--- config.mk ---
export PLATFORM = sky130hd
export DESIGN_NAME = stop_and_wait_arq_link
export DESIGN_NICKNAME = d
export VERILOG_FILES = /design/src/alink_pkg.sv /design/src/alink_front.sv /design/src/alink_back.sv /design/src/stop_and_wait_arq_link.sv
export SDC_FILE = /design/constraint.sdc
export NUM_CORES = 1
export LEC_CHECK = 0
export BUFFER_PORTS_ARGS = -buffer_cell sky130_fd_sc_hd__buf_2
export CAP_MARGIN = 30
export CELL_PAD_IN_SITES_DETAIL_PLACEMENT = 0
export CELL_PAD_IN_SITES_GLOBAL_PLACEMENT = 1
export CORE_ASPECT_RATIO = 0.7
export CORE_MARGIN = 5
export CORE_UTILIZATION = 45
export DETAILED_ROUTE_END_ITERATION = 8
export PLACE_DENSITY = 0.68
export SLEW_MARGIN = 5
export SYNTH_ARGS = -nofsm -noshare
export SYNTH_HDL_FRONTEND = slang
export SYNTH_HIERARCHICAL = 1
export SYNTH_SLANG_ARGS = --single-unit
export TNS_END_PERCENT = 50
--- constraint.sdc ---
create_clock -name aclk -period 5.2 [get_ports aclk]
set_input_delay 1.04 -clock aclk [delete_from_list [all_inputs] [get_ports aclk]]
set_output_delay 1.04 -clock aclk [all_outputs]
set_load 0.01 [all_outputs]
--- src/alink_pkg.sv ---
// shared types and constants of the stop-and-wait arq link
`default_nettype none

package alink_pkg;

    localparam int DEF_QUEUE_DEPTH = 16;
    localparam int DEF_HANDLE_BITS = 16;

    localparam int TIMEOUT_BITS = 16;
    localparam logic [TIMEOUT_BITS-1:0] TIMEOUT_RESET = 16'd5;

    // input command codes
    typedef enum logic [1:0] {
        CMD_PACKET = 2'd0,
        CMD_FRAME  = 2'd1,
        CMD_ACK    = 2'd2,
        CMD_TICK   = 2'd3
    } cmd_t;

    // result destination codes
    typedef enum logic [1:0] {
        DEST_TX      = 2'd0,
        DEST_DELIVER = 2'd1,
        DEST_ACK     = 2'd2,
        DEST_DROP    = 2'd3
    } dest_t;

    // back end sequencing: a data frame takes two result slots
    typedef enum logic {
        BK_FIRST  = 1'b0,
        BK_SECOND = 1'b1
    } back_state_t;

    // front to back control
    typedef struct packed {
        logic valid;
        cmd_t cmd;
    } op_ctrl_t;

endpackage

`default_nettype wire

--- src/alink_front.sv ---
// front end: accepts items, decodes the command and buffers them in a two-entry queue
`default_nettype none

module alink_front import alink_pkg::*; #(
    parameter int HANDLE_BITS = DEF_HANDLE_BITS
) (
    input  wire logic                   aclk,
    input  wire logic                   aresetn,
    input  wire logic                   s_valid,
    output logic                        s_ready,
    input  wire logic [1:0]             s_cmd,
    input  wire logic [HANDLE_BITS-1:0] s_pkt_id,
    output op_ctrl_t                    op_ctrl,
    output logic [HANDLE_BITS-1:0]      op_pkt_id,
    input  wire logic                   op_pop
);

    cmd_t                   cmd_q_reg [2];
    logic [HANDLE_BITS-1:0] id_q_reg  [2];
    logic                   wr_ptr_reg, wr_ptr_next;
    logic                   rd_ptr_reg, rd_ptr_next;
    logic [1:0]             count_reg, count_next;
    logic                   push;
    logic                   pop;

    assign s_ready = (count_reg != 2'd2);
    assign push    = s_valid && s_ready;
    assign pop     = op_pop && (count_reg != 2'd0);

    assign op_ctrl.valid = (count_reg != 2'd0);
    assign op_ctrl.cmd   = cmd_q_reg[rd_ptr_reg];
    assign op_pkt_id     = id_q_reg[rd_ptr_reg];

    always_comb begin
        wr_ptr_next = push ? ~wr_ptr_reg : wr_ptr_reg;
        rd_ptr_next = pop ? ~rd_ptr_reg : rd_ptr_reg;
        count_next  = count_reg;
        if (push && !pop) begin
            count_next = count_reg + 2'd1;
        end else if (pop && !push) begin
            count_next = count_reg - 2'd1;
        end
    end

    always_ff @(posedge aclk) begin
        if (!aresetn) begin
            wr_ptr_reg <= 1'b0;
            rd_ptr_reg <= 1'b0;
            count_reg  <= 2'd0;
        end else begin
            wr_ptr_reg <= wr_ptr_next;
            rd_ptr_reg <= rd_ptr_next;
            count_reg  <= count_next;
        end
    end

    always_ff @(posedge aclk) begin
        if (push) begin
            cmd_q_reg[wr_ptr_reg] <= cmd_t'(s_cmd);
            id_q_reg[wr_ptr_reg]  <= s_pkt_id;
        end
    end

    // queue never holds more than two items
    assert property (@(posedge aclk) disable iff (!aresetn) count_reg != 2'd3)
        else $error("front queue count out of range");

    // pointers differ exactly when the queue holds one item
    assert property (@(posedge aclk) disable iff (!aresetn)
        (count_reg == 2'd1) == (wr_ptr_reg != rd_ptr_reg))
        else $error("front queue pointers inconsistent with count");

endmodule

`default_nettype wire

--- src/alink_back.sv ---
// back end: arq state, wait store, ack timer and the registered result stage
`default_nettype none

module alink_back import alink_pkg::*; #(
    parameter int QUEUE_DEPTH = DEF_QUEUE_DEPTH,
    parameter int HANDLE_BITS = DEF_HANDLE_BITS
) (
    input  wire logic                    aclk,
    input  wire logic                    aresetn,
    input  wire logic [TIMEOUT_BITS-1:0] timeout_ticks,
    input  wire op_ctrl_t                op_ctrl,
    input  wire logic [HANDLE_BITS-1:0]  op_pkt_id,
    output logic                         op_pop,
    output logic                         m_valid,
    input  wire logic                    m_ready,
    output logic [1:0]                   m_dest,
    output logic [HANDLE_BITS-1:0]       m_out_pkt_id,
    output logic                         m_last
);

    localparam int PW = (QUEUE_DEPTH > 1) ? $clog2(QUEUE_DEPTH) : 1;
    localparam int FW = $clog2(QUEUE_DEPTH + 1);
    localparam logic [PW-1:0] LAST_IDX = PW'(QUEUE_DEPTH - 1);
    localparam logic [FW-1:0] FULL_FILL = FW'(QUEUE_DEPTH);

    logic [HANDLE_BITS-1:0]  mem [QUEUE_DEPTH];
    logic [HANDLE_BITS-1:0]  rd_data_reg;

    back_state_t             bk_state_reg, bk_state_next;
    logic                    awaiting_reg, awaiting_next;
    logic [HANDLE_BITS-1:0]  pending_reg, pending_next;
    logic [TIMEOUT_BITS-1:0] tcount_reg, tcount_next;
    logic [PW-1:0]           head_reg, head_next;
    logic [PW-1:0]           tail_reg, tail_next;
    logic [FW-1:0]           fill_reg, fill_next;

    logic                    m_valid_reg, m_valid_next;
    dest_t                   m_dest_reg, m_dest_next;
    logic [HANDLE_BITS-1:0]  m_pkt_reg, m_pkt_next;
    logic                    m_last_reg, m_last_next;

    logic                    out_free;
    logic                    go;
    logic                    load_out;
    logic                    wr_en;

    assign out_free = !m_valid_reg || m_ready;
    assign go       = op_ctrl.valid && out_free;

    assign m_valid      = m_valid_reg;
    assign m_dest       = m_dest_reg;
    assign m_out_pkt_id = m_pkt_reg;
    assign m_last       = m_last_reg;

    always_comb begin
        bk_state_next = bk_state_reg;
        awaiting_next = awaiting_reg;
        pending_next  = pending_reg;
        tcount_next   = tcount_reg;
        head_next     = head_reg;
        tail_next     = tail_reg;
        fill_next     = fill_reg;
        op_pop        = 1'b0;
        wr_en         = 1'b0;
        load_out      = 1'b0;
        m_dest_next   = m_dest_reg;
        m_pkt_next    = m_pkt_reg;
        m_last_next   = m_last_reg;

        if (go) begin
            case (op_ctrl.cmd)
                CMD_PACKET: begin
                    op_pop = 1'b1;
                    if (!awaiting_reg) begin
                        // idle link: frame and send at once
                        awaiting_next = 1'b1;
                        pending_next  = op_pkt_id;
                        tcount_next   = timeout_ticks;
                        load_out      = 1'b1;
                        m_dest_next   = DEST_TX;
                        m_pkt_next    = op_pkt_id;
                        m_last_next   = 1'b1;
                    end else if (fill_reg == FULL_FILL) begin
                        load_out    = 1'b1;
                        m_dest_next = DEST_DROP;
                        m_pkt_next  = op_pkt_id;
                        m_last_next = 1'b1;
                    end else begin
                        wr_en     = 1'b1;
                        tail_next = (tail_reg == LAST_IDX) ? '0 : tail_reg + PW'(1);
                        fill_next = fill_reg + FW'(1);
                    end
                end
                CMD_FRAME: begin
                    load_out = 1'b1;
                    if (bk_state_reg == BK_FIRST) begin
                        bk_state_next = BK_SECOND;
                        m_dest_next   = DEST_DELIVER;
                        m_pkt_next    = op_pkt_id;
                        m_last_next   = 1'b0;
                    end else begin
                        bk_state_next = BK_FIRST;
                        op_pop        = 1'b1;
                        m_dest_next   = DEST_ACK;
                        m_pkt_next    = '0;
                        m_last_next   = 1'b1;
                    end
                end
                CMD_ACK: begin
                    op_pop = 1'b1;
                    if (awaiting_reg) begin
                        if (fill_reg != '0) begin
                            // next queued handle is already in rd_data_reg
                            head_next    = (head_reg == LAST_IDX) ? '0 : head_reg + PW'(1);
                            fill_next    = fill_reg - FW'(1);
                            pending_next = rd_data_reg;
                            tcount_next  = timeout_ticks;
                            load_out     = 1'b1;
                            m_dest_next  = DEST_TX;
                            m_pkt_next   = rd_data_reg;
                            m_last_next  = 1'b1;
                        end else begin
                            awaiting_next = 1'b0;
                        end
                    end
                end
                CMD_TICK: begin
                    op_pop = 1'b1;
                    if (awaiting_reg) begin
                        // a zero load behaves as one here
                        if (tcount_reg <= TIMEOUT_BITS'(1)) begin
                            tcount_next = timeout_ticks;
                            load_out    = 1'b1;
                            m_dest_next = DEST_TX;
                            m_pkt_next  = pending_reg;
                            m_last_next = 1'b1;
                        end else begin
                            tcount_next = tcount_reg - TIMEOUT_BITS'(1);
                        end
                    end
                end
                default: begin
                    op_pop = 1'b1;
                end
            endcase
        end

        if (load_out) begin
            m_valid_next = 1'b1;
        end else if (m_ready) begin
            m_valid_next = 1'b0;
        end else begin
            m_valid_next = m_valid_reg;
        end
    end

    always_ff @(posedge aclk) begin
        if (!aresetn) begin
            bk_state_reg <= BK_FIRST;
            awaiting_reg <= 1'b0;
            pending_reg  <= '0;
            tcount_reg   <= '0;
            head_reg     <= '0;
            tail_reg     <= '0;
            fill_reg     <= '0;
            m_valid_reg  <= 1'b0;
        end else begin
            bk_state_reg <= bk_state_next;
            awaiting_reg <= awaiting_next;
            pending_reg  <= pending_next;
            tcount_reg   <= tcount_next;
            head_reg     <= head_next;
            tail_reg     <= tail_next;
            fill_reg     <= fill_next;
            m_valid_reg  <= m_valid_next;
        end
    end

    always_ff @(posedge aclk) begin
        m_dest_reg <= m_dest_next;
        m_pkt_reg  <= m_pkt_next;
        m_last_reg <= m_last_next;
    end

    // wait store: read port follows the next head, write-first on a match
    always_ff @(posedge aclk) begin
        if (wr_en) begin
            mem[tail_reg] <= op_pkt_id;
        end
        if (wr_en && (tail_reg == head_next)) begin
            rd_data_reg <= op_pkt_id;
        end else begin
            rd_data_reg <= mem[head_next];
        end
    end

    assert property (@(posedge aclk) disable iff (!aresetn) fill_reg <= FULL_FILL)
        else $error("wait store fill beyond depth");

    assert property (@(posedge aclk) disable iff (!aresetn)
        (fill_reg == '0 || fill_reg == FULL_FILL) |-> (head_reg == tail_reg))
        else $error("wait store pointers disagree with fill");

    assert property (@(posedge aclk) disable iff (!aresetn)
        (bk_state_reg == BK_SECOND) |-> (op_ctrl.valid && op_ctrl.cmd == CMD_FRAME))
        else $error("second result slot without a data frame");

    assert property (@(posedge aclk) disable iff (!aresetn)
        (load_out && m_dest_next == DEST_DROP) |-> (awaiting_reg && fill_reg == FULL_FILL))
        else $error("drop while wait store has room");

endmodule

`default_nettype wire

--- src/stop_and_wait_arq_link.sv ---
// top level of the stop-and-wait arq link engine
// channels:
//   s_*  : input items (cmd, pkt_id) with valid/ready; cmd selects packet from upper
//          layer, data frame from lower layer, ack or timer tick
//   m_*  : result items (dest, out_pkt_id, last) with valid/ready; last marks the
//          final result of one input item
//   cfg_*: write of the ack timeout register, always ready
// result path: the first result of an item is registered into the output stage while
//   the item stands at the head of the two-entry front queue
// throughput: one item per cycle while no result waits with m_ready low; a data frame
//   holds the back end for its two result slots in the single output register
// reset: clears the link state, the timer, both queues and the output stage; the
//   timeout register returns to 5; wait store contents stay unknown and need no
//   clearing pass since only written entries are read
// stall: once a result waits with m_ready low, the result register holds and the
//   back end stops; the front queue keeps taking items until its two entries are
//   full, then s_ready drops
`default_nettype none

module stop_and_wait_arq_link import alink_pkg::*; #(
    parameter int QUEUE_DEPTH = DEF_QUEUE_DEPTH,
    parameter int HANDLE_BITS = DEF_HANDLE_BITS
) (
    input  wire logic                    aclk,
    input  wire logic                    aresetn,
    // configuration write channel
    input  wire logic                    cfg_valid,
    output logic                         cfg_ready,
    input  wire logic [TIMEOUT_BITS-1:0] cfg_data,
    // input item channel
    input  wire logic                    s_valid,
    output logic                         s_ready,
    input  wire logic [1:0]              s_cmd,
    input  wire logic [HANDLE_BITS-1:0]  s_pkt_id,
    // result item channel
    output logic                         m_valid,
    input  wire logic                    m_ready,
    output logic [1:0]                   m_dest,
    output logic [HANDLE_BITS-1:0]       m_out_pkt_id,
    output logic                         m_last
);

    // ack timeout register, picked up at the next timer load
    logic [TIMEOUT_BITS-1:0] timeout_reg, timeout_next;

    // front to back handoff
    op_ctrl_t               op_ctrl;
    logic [HANDLE_BITS-1:0] op_pkt_id;
    logic                   op_pop;

    assign cfg_ready    = 1'b1;
    assign timeout_next = (cfg_valid && cfg_ready) ? cfg_data : timeout_reg;

    always_ff @(posedge aclk) begin
        if (!aresetn) begin
            timeout_reg <= TIMEOUT_RESET;
        end else begin
            timeout_reg <= timeout_next;
        end
    end

    // accepts and decodes items, buffers two of them
    alink_front #(
        .HANDLE_BITS (HANDLE_BITS)
    ) u_front (
        .aclk      (aclk),
        .aresetn   (aresetn),
        .s_valid   (s_valid),
        .s_ready   (s_ready),
        .s_cmd     (s_cmd),
        .s_pkt_id  (s_pkt_id),
        .op_ctrl   (op_ctrl),
        .op_pkt_id (op_pkt_id),
        .op_pop    (op_pop)
    );

    // link state, wait store, timer and result register
    alink_back #(
        .QUEUE_DEPTH (QUEUE_DEPTH),
        .HANDLE_BITS (HANDLE_BITS)
    ) u_back (
        .aclk          (aclk),
        .aresetn       (aresetn),
        .timeout_ticks (timeout_reg),
        .op_ctrl       (op_ctrl),
        .op_pkt_id     (op_pkt_id),
        .op_pop        (op_pop),
        .m_valid       (m_valid),
        .m_ready       (m_ready),
        .m_dest        (m_dest),
        .m_out_pkt_id  (m_out_pkt_id),
        .m_last        (m_last)
    );

endmodule

`default_nettype wire

# == Word level (Yosys, flattened, before mapping) ==
# Memory sizes are Yosys's and may differ from the RTL's. A register that Yosys moved wholly into a read port is not among the register bits.
# Cells that the tools add are included.
# word_totals
inputBits,39
elab_cells,139
register_bits,87
memories,3
out_inout_bits,22
mem_bits_rw,292
# op_classes
n_mux,71
addsub,7
bitwise_logic,3
reduce_logical,24
eq_ne,15
magnitude_cmp,1
# mem_list
name,words,width,rd,rd_clocked_by_memory_dff,write_ports,line_no,text
u_back.mem,16,16,1,1,1,alink_back.sv:26,logic [HANDLE_BITS-1:0] mem [QUEUE_DEPTH];
u_front.id_q_reg,2,16,1,1,1,alink_front.sv:19,logic [HANDLE_BITS-1:0] id_q_reg [2];
u_front.cmd_q_reg,2,2,1,1,1,alink_front.sv:18,cmd_t cmd_q_reg [2];
# op_table
op,n
$mux W16,13
$pmux W16 S4,1
$pmux W16 S3,1
$pmux W16 S2,1
$mux W1,30
$mux W4,6
$mux W5,4
$mux W2,9
$reduce_and A6 Y1,3
$le A16 B1 Y1 const B,1
$sub A16 B1 Y16 const B,1
$ne A2 B1 Y1 const B,5
$pmux W5 S2,1
$add A4 B1 Y4 const B,2
$eq A4 B4 Y1 const B,2
$pmux W1 S4,2
$pmux W2 S4,1
$reduce_bool A2 Y1,4
$ne A2 B2 Y1 const B,3
$add A5 B1 Y5 const B,1
$eq A5 B5 Y1 const B,1
$logic_and A1 B1 Y1,5
$reduce_and A5 Y1,1
$reduce_bool A5 Y1,1
15 further kinds,22

# == Longest topological paths before layout ==
# Gate-level depths: netlist of run 1.
# depth
ltp_word,8
ltp_mapped,13
ltp_nobuf,9

# == By module ==
# Netlist of run 1, hierarchy kept.
# modules_own_cells
mod,cells_each,area_per_inst_um2,seq_area_each_um2,n_inst
alink_back,897,13636.8,9298.9,1
alink_front,80,1539.0,1181.1,1
stop_and_wait_arq_link,53,621.8,320.3,1

# == Worst setup path before layout of run 1 ==
# No wires, ideal clock.
# synth_timing
path_type,register to register
start,register (tool-made name)
end,register u_back.m_dest_reg[0] (netlist: u_back/m_dest[0]) (enable)
arrival_time_ps,4674
period_less_slack_ps,5174
path_buffers,4
path_stages_with_launch,9
setup_time_ps,500
required_time_ps,4700
slack_ps,26
path_cell_list,dfxtp_1 buf_2 buf_4 mux2_2 buf_2 nand2_1 a21oi_1 buf_4 a2111oi_0
# synth_lines
item,line_no,text
"end signal, assigned",alink_back.sv:180,m_dest_reg <= m_dest_next;
"end, declared",alink_back.sv:38,"dest_t m_dest_reg, m_dest_next;"

==> results by group, run 1 <==
Setup path
  • CP arrival: 3.68 ns
  • Slowest-stage cell, CP: and2_1
  • Critical path peak fanout: 20
  • Cell Chain, Critical Path: buf_4, mux2_2, and2_1, o21ai_1, or4_1, nand4_1
  • Startpoint Class: flop
  • Worst Path Class, Setup: flop to flop
  • Req. time, crit path: 5.67 ns
  • Cell family with most CP delay: simple AND/OR/NAND/NOR gates
  • Worst setup EP type: flop
  • Buf/Inv on CP: 1
  • CP max stage delay: 0.80 ns

Die
  • # IOs: 61
  • Die X: 234 µm
  • Core area: 34,700 µm²
  • Initial core utilization: 45.6%
  • Die Y: 167 µm
  • Num rows: 57
  • Die area: 39,000 µm²

GRT
  • Initial antenna violation count: 0
  • GR peak layer: met1
  • Global Route met1 Usage: 31.1%
  • Gr usage total: 18.8%
  • Largest net degree at the start of global routing: 60
  • Global-route wire length before repair: 55,400 µm
  • Met2 Track Usage GR: 25.1%
  • Gr ovfl total: 0
  • Vias in the first global route: 8,750
  • Met3 usage: 4.48%

Pwr
  • Sw Pwr: 2330 µW
  • Pwr Density: 453 nW/µm²
  • Gate power share: 20.2%
  • Power, Total: 8080 µW
  • Clock share of power: 32.1%
  • Switching Fraction: 28.8%
  • Internal power: 5750 µW
  • Static leakage: 0.00586 µW
  • Seq pwr share: 47.7%
  • VDD IR max: 0.000330 V

STA
  • Final Cycle Share: 61.7%
  • Fmax: 312 MHz
  • Fin Setup TNS: 0 ns
  • Hold Vio Cnt, Final: 0
  • Fin. max-slew vios: 0
  • RSZ-0062 raised after global routing: no
  • Slew headroom: 39.2%
  • Setup Skew: 0.0183 ns
  • Tightest Pin Transition: 0.913 ns
  • Final setup fails: 0
  • Crit path time final: 3.21 ns

Layout
  • Post-layout util: 51.4%
  • Share of cells above drive strength 1: 20.0%
  • Commonest non-fill, non-tap cell in the layout: edfxtp_1
  • Largest register FFs: 256
  • N_diodes: 0
  • Synth-to-layout area growth: 12.8%
  • Most frequent cells in the layout: edfxtp_1 (311), mux2i_1 (112), nand2_1 (76), dfxtp_1 (72), buf_2 (59)
  • Fill cells: 2,924
  • Post-layout nets: 1,149
  • Final Cell Area: 17,800 µm²

Detailed routing
  • DR iter-0 viols: 858
  • Vias per inst: 5.62
  • Initial DRT Pass Iterations: 7
  • DRC viols: 0
  • Total Wirelength: 36,800 µm
  • Routed vias: 8,985
  • WL/cell: 23.0 µm
  • Post-route antenna net violation count: 0

Yosys
  • Netlist cell types: 77
  • Register area share after synthesis: 68.4%
  • Area contributors post-synth: edfxtp_1 (59%), dfxtp_1 (9.3%), mux2i_1 (7.1%)
  • Syn. warnings: 6
  • Avg Inst Size Synth: 15.3 µm²
  • Top_reg_cell synth: edfxtp_1
  • Cell taking the most area after synthesis: edfxtp_1
  • Cells after Synth: 1,030
  • Flops & latches, synth: 384
  • Ys async rst share: 0%
  • Mapped cell area: 15,800 µm²
  • Area share of the largest cell type after synthesis: 59.1%
  • Post-Syn Nets: 1,081
  • Post-synth EDFFs: 311

Clocking
  • # hold bufs at CTS: 0
  • CTS Buf Count: 37
  • CTS tree: built
  • Clock Sink Count: 384
  • Reg clk slew, reported paths: 0.06 ns
  • CTS max path bufs: 3
  • Clk_lat worst skew: 0.54 ns
  • Postcts setup bufs: 0
  • Root Driver: clkbuf_16
  • H-tree depth: 2
  • Post-CTS Resized: 0

Place
  • Placed Instance Area: 16,700 µm²
  • IO Port Bufs: 59
  • Post-DP HPWL: 23,100 µm
  • Gp weighted congestion: 0.831

Run
  • Max Cap Viol: 0

Min path
  • Hold WC Path Type: flop to flop

Outcome
  • Status: finished, final reports clean
-- cell families after synthesis --
logic type / after synthesis / synth area share [%]
and+or+nand+nor: 222 / 7.40
adders and majority gates: 12 / 0.998
muxes: 158 / 12.2
DFF: 384 / 68.4
other: 1 / 0.0237
AOI/OAI and AO/OA: 167 / 7.97
buffers and inverters: 76 / 2.46
xor gates and xnor gates: 10 / 0.554
-- synthesized netlist by cell type (all sizes together) (5+ instances only) --
master and instances:
nand3 15, nand4 8, mux4 26, a31oi 7
o221a 13, o21a 6, nor2 39, o22ai 22
a221o 13, nor4 7, ha 11, nor3 12
nand2 76, a21oi 19, inv 15, xnor2 6
mux2 20, dfxtp 73, o21ai 17, and2 13
a22oi 43, mux2i 112, clkbuf 25, or3 5
nor2b 17, edfxtp 311, buf 35, a211oi 5
nand2b 7
-- metal layers --
metal / wire [µm] / share of wire [%] / up-vias
met3: 2560 / 7.0 / 41
li1: - / - / 4167
met5: 0 / 0 / -
met4: 510 / 1.4 / 0
met2: 14900 / 40 / 257
met1: 18900 / 51 / 4520
-- stage by stage --
step | instances | setup slack, ns | hold WS [ns]
after global placement | 1529 | 2.06 | 0.463
after floorplan | 1030 | 0.0262 | 0.441
after global routing | 1599 | 1.77 | 0.511
after CTS | 1598 | 2.03 | 0.482
final | 1599 | 1.99 | 0.486
after detailed placement | 1530 | 2.04 | 0.474
-- worst register-to-register path, delay by kind of cell, from the launching register on --
family	cells	cell delay, ns
and+or+nand+nor	3	1.54
buffers and inverters	1	0.26
DFF	1	0.31
AOI/OAI and AO/OA	1	0.56
muxes	1	0.50
-- cell type report --
class	count	area [µm²]	area share, %
Multi-Input combinational cell	570	4650	26.1
Clock inverter	19	136	0.765
Clock buffer	49	1020	5.74
Timing Repair Buffer	89	561	3.14
Sequential cell	384	10800	60.6
Inverter	16	60.1	0.337
Tap cell	472	591	3.31
-- power groups by stage --
stage                     sequential (µW)  combinational (µW)  clock, µW
after floorplan                      3900                1080          0
after global placement               3920                1590          0
after detailed placement             3920                1620          0
after CTS                            3860                1630       2660
after global routing                 3870                1790       2790
final                                3860                1630       2590
-- path summary, 6_finish.rpt --
kind | to | slack [ns] | cells after the start | from
setup / recovery | u_back/tcount_reg[15] | 1.99 | 6 | flop
setup reg to reg | u_back/tcount_reg[15] | 1.99 | 6 | flop
hold / removal | u_back/tcount_reg[10] | 0.49 | 2 | u_back/tcount_reg[10]
hold reg to reg | u_back/tcount_reg[10] | 0.49 | 2 | u_back/tcount_reg[10]
Note: power is estimated with default switching activity, not from simulation.
==> inputs of run 2 (changes only) <==
--- a/config.mk
+++ b/config.mk
@@ -13,7 +13,7 @@
 export CORE_MARGIN = 5
 export CORE_UTILIZATION = 45
 export DETAILED_ROUTE_END_ITERATION = 8
-export PLACE_DENSITY = 0.68
+export PLACE_DENSITY = 0.66
 export SLEW_MARGIN = 5
 export SYNTH_ARGS = -nofsm -noshare
 export SYNTH_HDL_FRONTEND = slang
==> constraint.sdc (replaced) <==
create_clock -name aclk -period 3.1 [get_ports aclk]
set_input_delay 0.62 -clock aclk [delete_from_list [all_inputs] [get_ports aclk]]
set_output_delay 0.62 -clock aclk [all_outputs]
set_load 0.01 [all_outputs]
==> results by group, run 2 (synthesis results as in run 1) <==
Setup path
  • Worst Path Class, Setup: flop to flop
  • Critical path peak fanout: 16 (-20%)
  • Slowest-stage cell, CP: and2_1
  • CP arrival: 2.91 ns (-0.77 ns)
  • Cell family with most CP delay: simple AND/OR/NAND/NOR gates
  • Req. time, crit path: 3.38 ns (-2.29 ns)
  • Cell Chain, Critical Path: and2_1, a22oi_1, nand2_1, o22ai_1, a221o_1
  • Startpoint Class: flop
  • CP max stage delay: 0.73 ns (-0.07 ns)
  • Worst setup EP type: flop
  • Buf/Inv on CP: 0 (-1)

Layout
  • Fill cells: 2,872 (-1.8%)
  • Synth-to-layout area growth: 14.6%
  • Final Cell Area: 18,100 µm² (+1.6%)
  • Post-layout nets: 1,174 (+2.2%)
  • Commonest non-fill, non-tap cell in the layout: edfxtp_1
  • Share of cells above drive strength 1: 22.3% (+2.4 points)
  • Most frequent cells in the layout: edfxtp_1 (311), mux2i_1 (112), nand2_1 (76), dfxtp_1 (72), buf_2 (59)
  • N_diodes: 0 (unchanged)
  • Largest register FFs: 256 (unchanged)

STA
  • Hold Vio Cnt, Final: 0 (unchanged)
  • Fmax: 381 MHz (+22%)
  • Tightest Pin Transition: 0.871 ns (-0.0419 ns)
  • RSZ-0062 raised after global routing: no
  • Final setup fails: 0 (unchanged)
  • Hold slack: 0.270 ns (-0.217 ns)
  • Setup Skew: 0.0143 ns (-0.00407 ns)
  • Final Cycle Share: 84.7% (+23 points)
  • Crit path time final: 2.62 ns (-0.584 ns)
  • Fin. max-slew vios: 0 (unchanged)
  • Slew headroom: 41.9% (+2.8 points)

Clocking
  • Clock Sink Count: 384 (unchanged)
  • CTS Buf Count: 38 (+2.7%)
  • Postcts setup bufs: 0 (unchanged)
  • # hold bufs at CTS: 0 (unchanged)
  • Reg clk slew, reported paths: 0.07 ns (about the same)
  • H-tree depth: 2 (unchanged)
  • CTS max path bufs: 3 (unchanged)
  • Clk_lat worst skew: 0.54 ns (about the same)
  • Root Driver: clkbuf_16
  • Post-CTS Resized: 0 (unchanged)
  • CTS tree: built

Place
  • Placed Instance Area: 16,900 µm² (+1.3%)
  • Post-DP HPWL: 26,600 µm (+15%)
  • Gp weighted congestion: 0.840 (+1.0%)
  • IO Port Bufs: 59 (unchanged)

Detailed routing
  • WL/cell: 24.5 µm (+6.6%)
  • DR iter-0 viols: 906 (+5.6%)
  • DRC viols: 0 (unchanged)
  • Total Wirelength: 39,800 µm (+8.2%)
  • Post-route antenna net violation count: 0 (unchanged)
  • Initial DRT Pass Iterations: 5 (-2)
  • Routed vias: 9,336 (+3.9%)
  • Vias per inst: 5.75 (+2.4%)

GRT
  • Vias in the first global route: 8,841 (+1.0%)
  • Met2 Track Usage GR: 28.2% (+3.1 points)
  • GR peak layer: met1
  • Met3 usage: 3.76% (-0.71 points)
  • Gr usage total: 20.3% (+1.5 points)
  • Global Route met1 Usage: 33.5% (+2.4 points)
  • Largest net degree at the start of global routing: 33 (-45%)
  • Global-route wire length before repair: 58,800 µm (+6.2%)
  • Gr ovfl total: 0 (unchanged)
  • Initial antenna violation count: 2 (+2)

Die
  • # IOs: 61 (unchanged)
  • Initial core utilization: 45.6% (unchanged)
  • Core area: 34,700 µm² (unchanged)
  • Die area: 39,000 µm² (unchanged)
  • Die Y: 167 µm (unchanged)
  • Num rows: 57 (unchanged)
  • Die X: 234 µm (unchanged)

Pwr
  • Pwr Density: 776 nW/µm² (+71%)
  • VDD IR max: 0.000481 V (+46%)
  • Static leakage: 0.00603 µW (+2.8%)
  • Power, Total: 14,000 µW (+74%)

Run
  • Max Cap Viol: 0 (unchanged)

Min path
  • Hold WC Path Type: input port to flop

Outcome
  • Status: finished, final reports clean
==> run 2: cell types whose count changed in the layout (fill, tap and decap cells not counted) <==
cell,change
clkinv_2,+5
buf_8,-1
clkinvlp_4,+1
a2111oi_4,+1
buf_16,-1
buf_12,+3
clkinv_4,+1
buf_4,+23
clkinv_1,-8
bufinv_16,+1
clkbuf_16,+2
a2111oi_2,-1
inv_6,-2
==> run 2: path summary, 6_finish.rpt <==
kind / slack, ns / from / cells past startpoint / endpoint
max: 0.48 / flop / 5 / u_back/m_out_pkt_id[13]
min: 0.27 / s_pkt_id[13] / 1 / u_front/id_q_reg[0][13]
max reg2reg: 0.48 / flop / 5 / u_back/m_out_pkt_id[13]
min reg2reg: 0.48 / u_back/tcount_reg[12] / 2 / u_back/tcount_reg[12]
==> run 2: through the flow <==
step	std cells	setup TNS, ns	utilization [%]	setup WS (ns)
after floorplan	1030	-3.76	-	-0.0359
after global placement	1555	0	48.7	0.477
final	1623	0	52.2	0.475
after detailed placement	1555	0	48.7	0.453
after global routing	1623	0	52.2	0.331
after CTS	1623	0	52.2	0.463
==> run 2: area by class of cell <==
type / instances / area, µm² / area share [%]
inverters: 16 / 60.1 / 0.332
repair buffers: 113 / 751 / 4.15
clock buffers: 51 / 1070 / 5.93
well taps: 472 / 591 / 3.26
multi-input cells: 570 / 4660 / 25.8
clock inverters: 17 / 160 / 0.885
flip-flops and latches: 384 / 10800 / 59.7
==> run 2: worst reg2reg max path, delay by kind of cell, from the launching register on <==
family,cells,cell delay [ns]
flip-flops,1,0.72
AND/OR/NAND/NOR,2,0.90
AO/OA/AOI/OAI,3,0.77
==> run 2: where the power goes <==
part / total, µW / internal, µW / leakage [µW] / switching [µW]
logic: 3000 / 973 / 0.00201 / 2020
clock network: 4590 / 2690 / 0.000605 / 1900
registers: 6460 / 6260 / 0.00341 / 197
==> run 2: per-layer routing <==
layer  up-vias  wire length (µm)
met5         -                 0
met4         0               488
met3        39              2400
met2       297             17000
met1      4792             19900
li1       4208                 -
==> inputs of run 3 (changes only) <==
==> constraint.sdc (replaced) <==
create_clock -name aclk -period 2.73 [get_ports aclk]
set_input_delay 0.546 -clock aclk [delete_from_list [all_inputs] [get_ports aclk]]
set_output_delay 0.546 -clock aclk [all_outputs]
set_load 0.01 [all_outputs]
==> results by group, run 3 (synthesis results as in run 1) <==
Setup path
  • Critical R2R Capture: u_back/m_out_pkt_id[11]
  • Cell Chain, Critical Path: or3_1, nor3_1, a21oi_2, a2111oi_4, buf_4
  • Worst Path Class, Setup: flop to flop
  • Worst r2r src: u_back/tcount_reg[8]
  • Cell family with most CP delay: simple AND/OR/NAND/NOR gates
  • CP max stage delay: 0.46 ns (-0.27 ns)
  • CP arrival: 2.69 ns (-0.22 ns)
  • Critical path peak fanout: 16 (unchanged)
  • Slowest-stage cell, CP: nor3_1
  • R2R Setup Slk: 0.23 ns (-0.24 ns)
  • Req. time, crit path: 2.93 ns (-0.45 ns)
  • Worst setup EP type: flop
  • Startpoint Class: flop
  • Buf/Inv on CP: 1 (+1)
  • Cells on worst reg2reg path: 5 (unchanged)

Detailed routing
  • Vias per inst: 5.61 (-2.5%)
  • Routed vias: 9,134 (-2.2%)
  • Total Wirelength: 37,700 µm (-5.4%)
  • Post-route antenna net violation count: 0 (unchanged)
  • WL/cell: 23.1 µm (-5.7%)
  • DR iter-0 viols: 759 (-16%)
  • DRC viols: 0 (unchanged)
  • Initial DRT Pass Iterations: 6 (+1)

Clocking
  • CTS Buf Count: 37 (-2.6%)
  • Clk_lat worst skew: 0.54 ns (about the same)
  • Root Driver: clkbuf_16
  • Postcts setup bufs: 0 (unchanged)
  • H-tree depth: 2 (unchanged)
  • Clock Sink Count: 384 (unchanged)
  • Reg clk slew, reported paths: 0.06 ns (about the same)
  • Post-CTS Resized: 0 (unchanged)
  • CTS tree: built
  • # hold bufs at CTS: 0 (unchanged)
  • CTS max path bufs: 3 (unchanged)

Layout
  • Share of cells above drive strength 1: 23.1% (+0.79 points)
  • Largest register FFs: 256 (unchanged)
  • Fill cells: 2,875 (+0.10%)
  • Most frequent cells in the layout: edfxtp_1 (311), mux2i_1 (112), nand2_1 (75), dfxtp_1 (72), buf_2 (59)
  • Final Cell Area: 18,300 µm² (+0.97%)
  • Final Non-Filler Cells: 1,628 (+0.31%)
  • Post-layout util: 52.7% (+0.51 points)
  • Post-layout nets: 1,179 (+0.43%)
  • Commonest non-fill, non-tap cell in the layout: edfxtp_1
  • Synth-to-layout area growth: 15.7%

Pwr
  • Gate power share: 21.8% (+0.5 points)
  • Clock share of power: 30.9% (-1.8 points)
  • Static leakage: 0.00601 µW (-0.24%)
  • Power, Total: 15,500 µW (+10%)
  • Seq pwr share: 47.3% (+1.3 points)
  • Pwr Density: 846 nW/µm² (+9.0%)
  • Sw Pwr: 4550 µW (+10%)
  • VDD IR max: 0.000685 V (+42%)
  • Internal power: 10,900 µW (+10%)
  • Switching Fraction: 29.4% (+0.067 points)

Min path
  • Hold wc startpoint: s_pkt_id[15]
  • Hold WC Path Type: input port to flop
  • Hold Path End: u_front/id_q_reg[0][15]
  • Hold path depth: 1 (unchanged)

Die
  • # IOs: 61 (unchanged)
  • Die X: 234 µm (unchanged)
  • Die area: 39,000 µm² (unchanged)
  • Die Y: 167 µm (unchanged)
  • Core area: 34,700 µm² (unchanged)
  • Initial core utilization: 45.6% (unchanged)
  • Num rows: 57 (unchanged)

Place
  • IO Port Bufs: 59 (unchanged)
  • Placed Instance Area: 17,200 µm² (+1.8%)
  • Gp weighted congestion: 0.846 (+0.82%)
  • Cells after DPL: 1,561 (+0.39%)
  • Post-DP HPWL: 24,300 µm (-8.9%)

GRT
  • Largest net degree at the start of global routing: 65 (+97%)
  • Global-route wire length before repair: 56,100 µm (-4.6%)
  • Gr ovfl total: 0 (unchanged)
  • Vias in the first global route: 8,740 (-1.1%)
  • Gr usage total: 19.2% (-1.1 points)
  • Initial antenna violation count: 0 (-2)

STA
  • Fmax: 401 MHz (+5.2%)
  • Final setup fails: 0 (unchanged)
  • RSZ-0062 raised after global routing: no
  • Tightest Pin Transition: 0.710 ns (-0.160 ns)
  • Hold Vio Cnt, Final: 0 (unchanged)
  • Crit path time final: 2.50 ns (-0.129 ns)
  • Setup Skew: 0.0224 ns (+0.00817 ns)
  • Slew headroom: 52.6% (+11 points)
  • Fin. max-slew vios: 0 (unchanged)
  • Final Cycle Share: 91.4% (+6.7 points)

Outcome
  • Status: finished, final reports clean

Run
  • Max Cap Viol: 0 (unchanged)
-- run 3: changes by cell type in the layout (fill, tap and decap cells not counted), sizes merged, moves of 2 or more --
cell    previous run  this run
clkbuf            51        53
bufinv             3         1
clkinv            14         9
inv               15        17
buf              113       119
-- run 3: power by group through the flow --
stage	Sequential [µW]	Clock, µW	Combinational, µW
6_report	7310	4780	3370
5_1_grt	7340	5130	3660
4_1_cts	7310	4880	3370
3_5_place_dp	7430	0	3350
3_3_place_gp	7430	0	3330
2_1_floorplan	7420	0	2110
-- run 3: worst max-delay path by stage --
stage,from,endpoint,slack (ns),cells after the start
finish,u_back/tcount_reg[8],u_back/m_out_pkt_id[11],0.23,5
global route,u_back/tcount_reg[8],u_back/m_out_pkt_id[11],0.1,5
CTS,u_back/tcount_reg[8],u_back/m_out_pkt_id[11],0.27,5
detailed placement,u_back/tcount_reg[8],u_back/m_out_pkt_id[6],0.28,5
global placement,u_back/tcount_reg[8],u_back/m_out_pkt_id[6],0.27,5
floorplan,flop,u_back/mem[0][0],-0.03,9
-- run 3: metal layers --
| layer | GRT usage, % | vias to the layer above | part of all wire (%) | wire length [µm] |
|---|---|---|---|---|
| met1 | 31.1 | 4623 | 50 | 18800 |
| met2 | 26.7 | 245 | 42 | 15900 |
| met3 | 4.17 | 43 | 6.4 | 2400 |
| met4 | 3.75 | 0 | 1.4 | 512 |
| li1 | - | 4223 | - | - |
| met5 | 0 | - | 0 | 0 |
-- run 3: area by class of cell --
class	count	area, µm²	share of cell area (%)
sequential	384	10800	59.1
multi-input combinational	570	4740	25.9
clock buffer	53	1010	5.50
timing repair buffer	119	983	5.38
tap	472	591	3.23
clock inverter	13	95.1	0.520
inverter	16	60.1	0.329
antenna	1	2.50	0.0137
-- run 3: stage by stage --
stage	setup WS (ns)	setup TNS, ns	hold slack [ns]
final	0.235	0	0.212
after global routing	0.0979	0	0.184
after CTS	0.270	0	0.185
after detailed placement	0.280	0	0.462
after global placement	0.265	0	0.462
after floorplan	-0.0252	-1.83	0.441
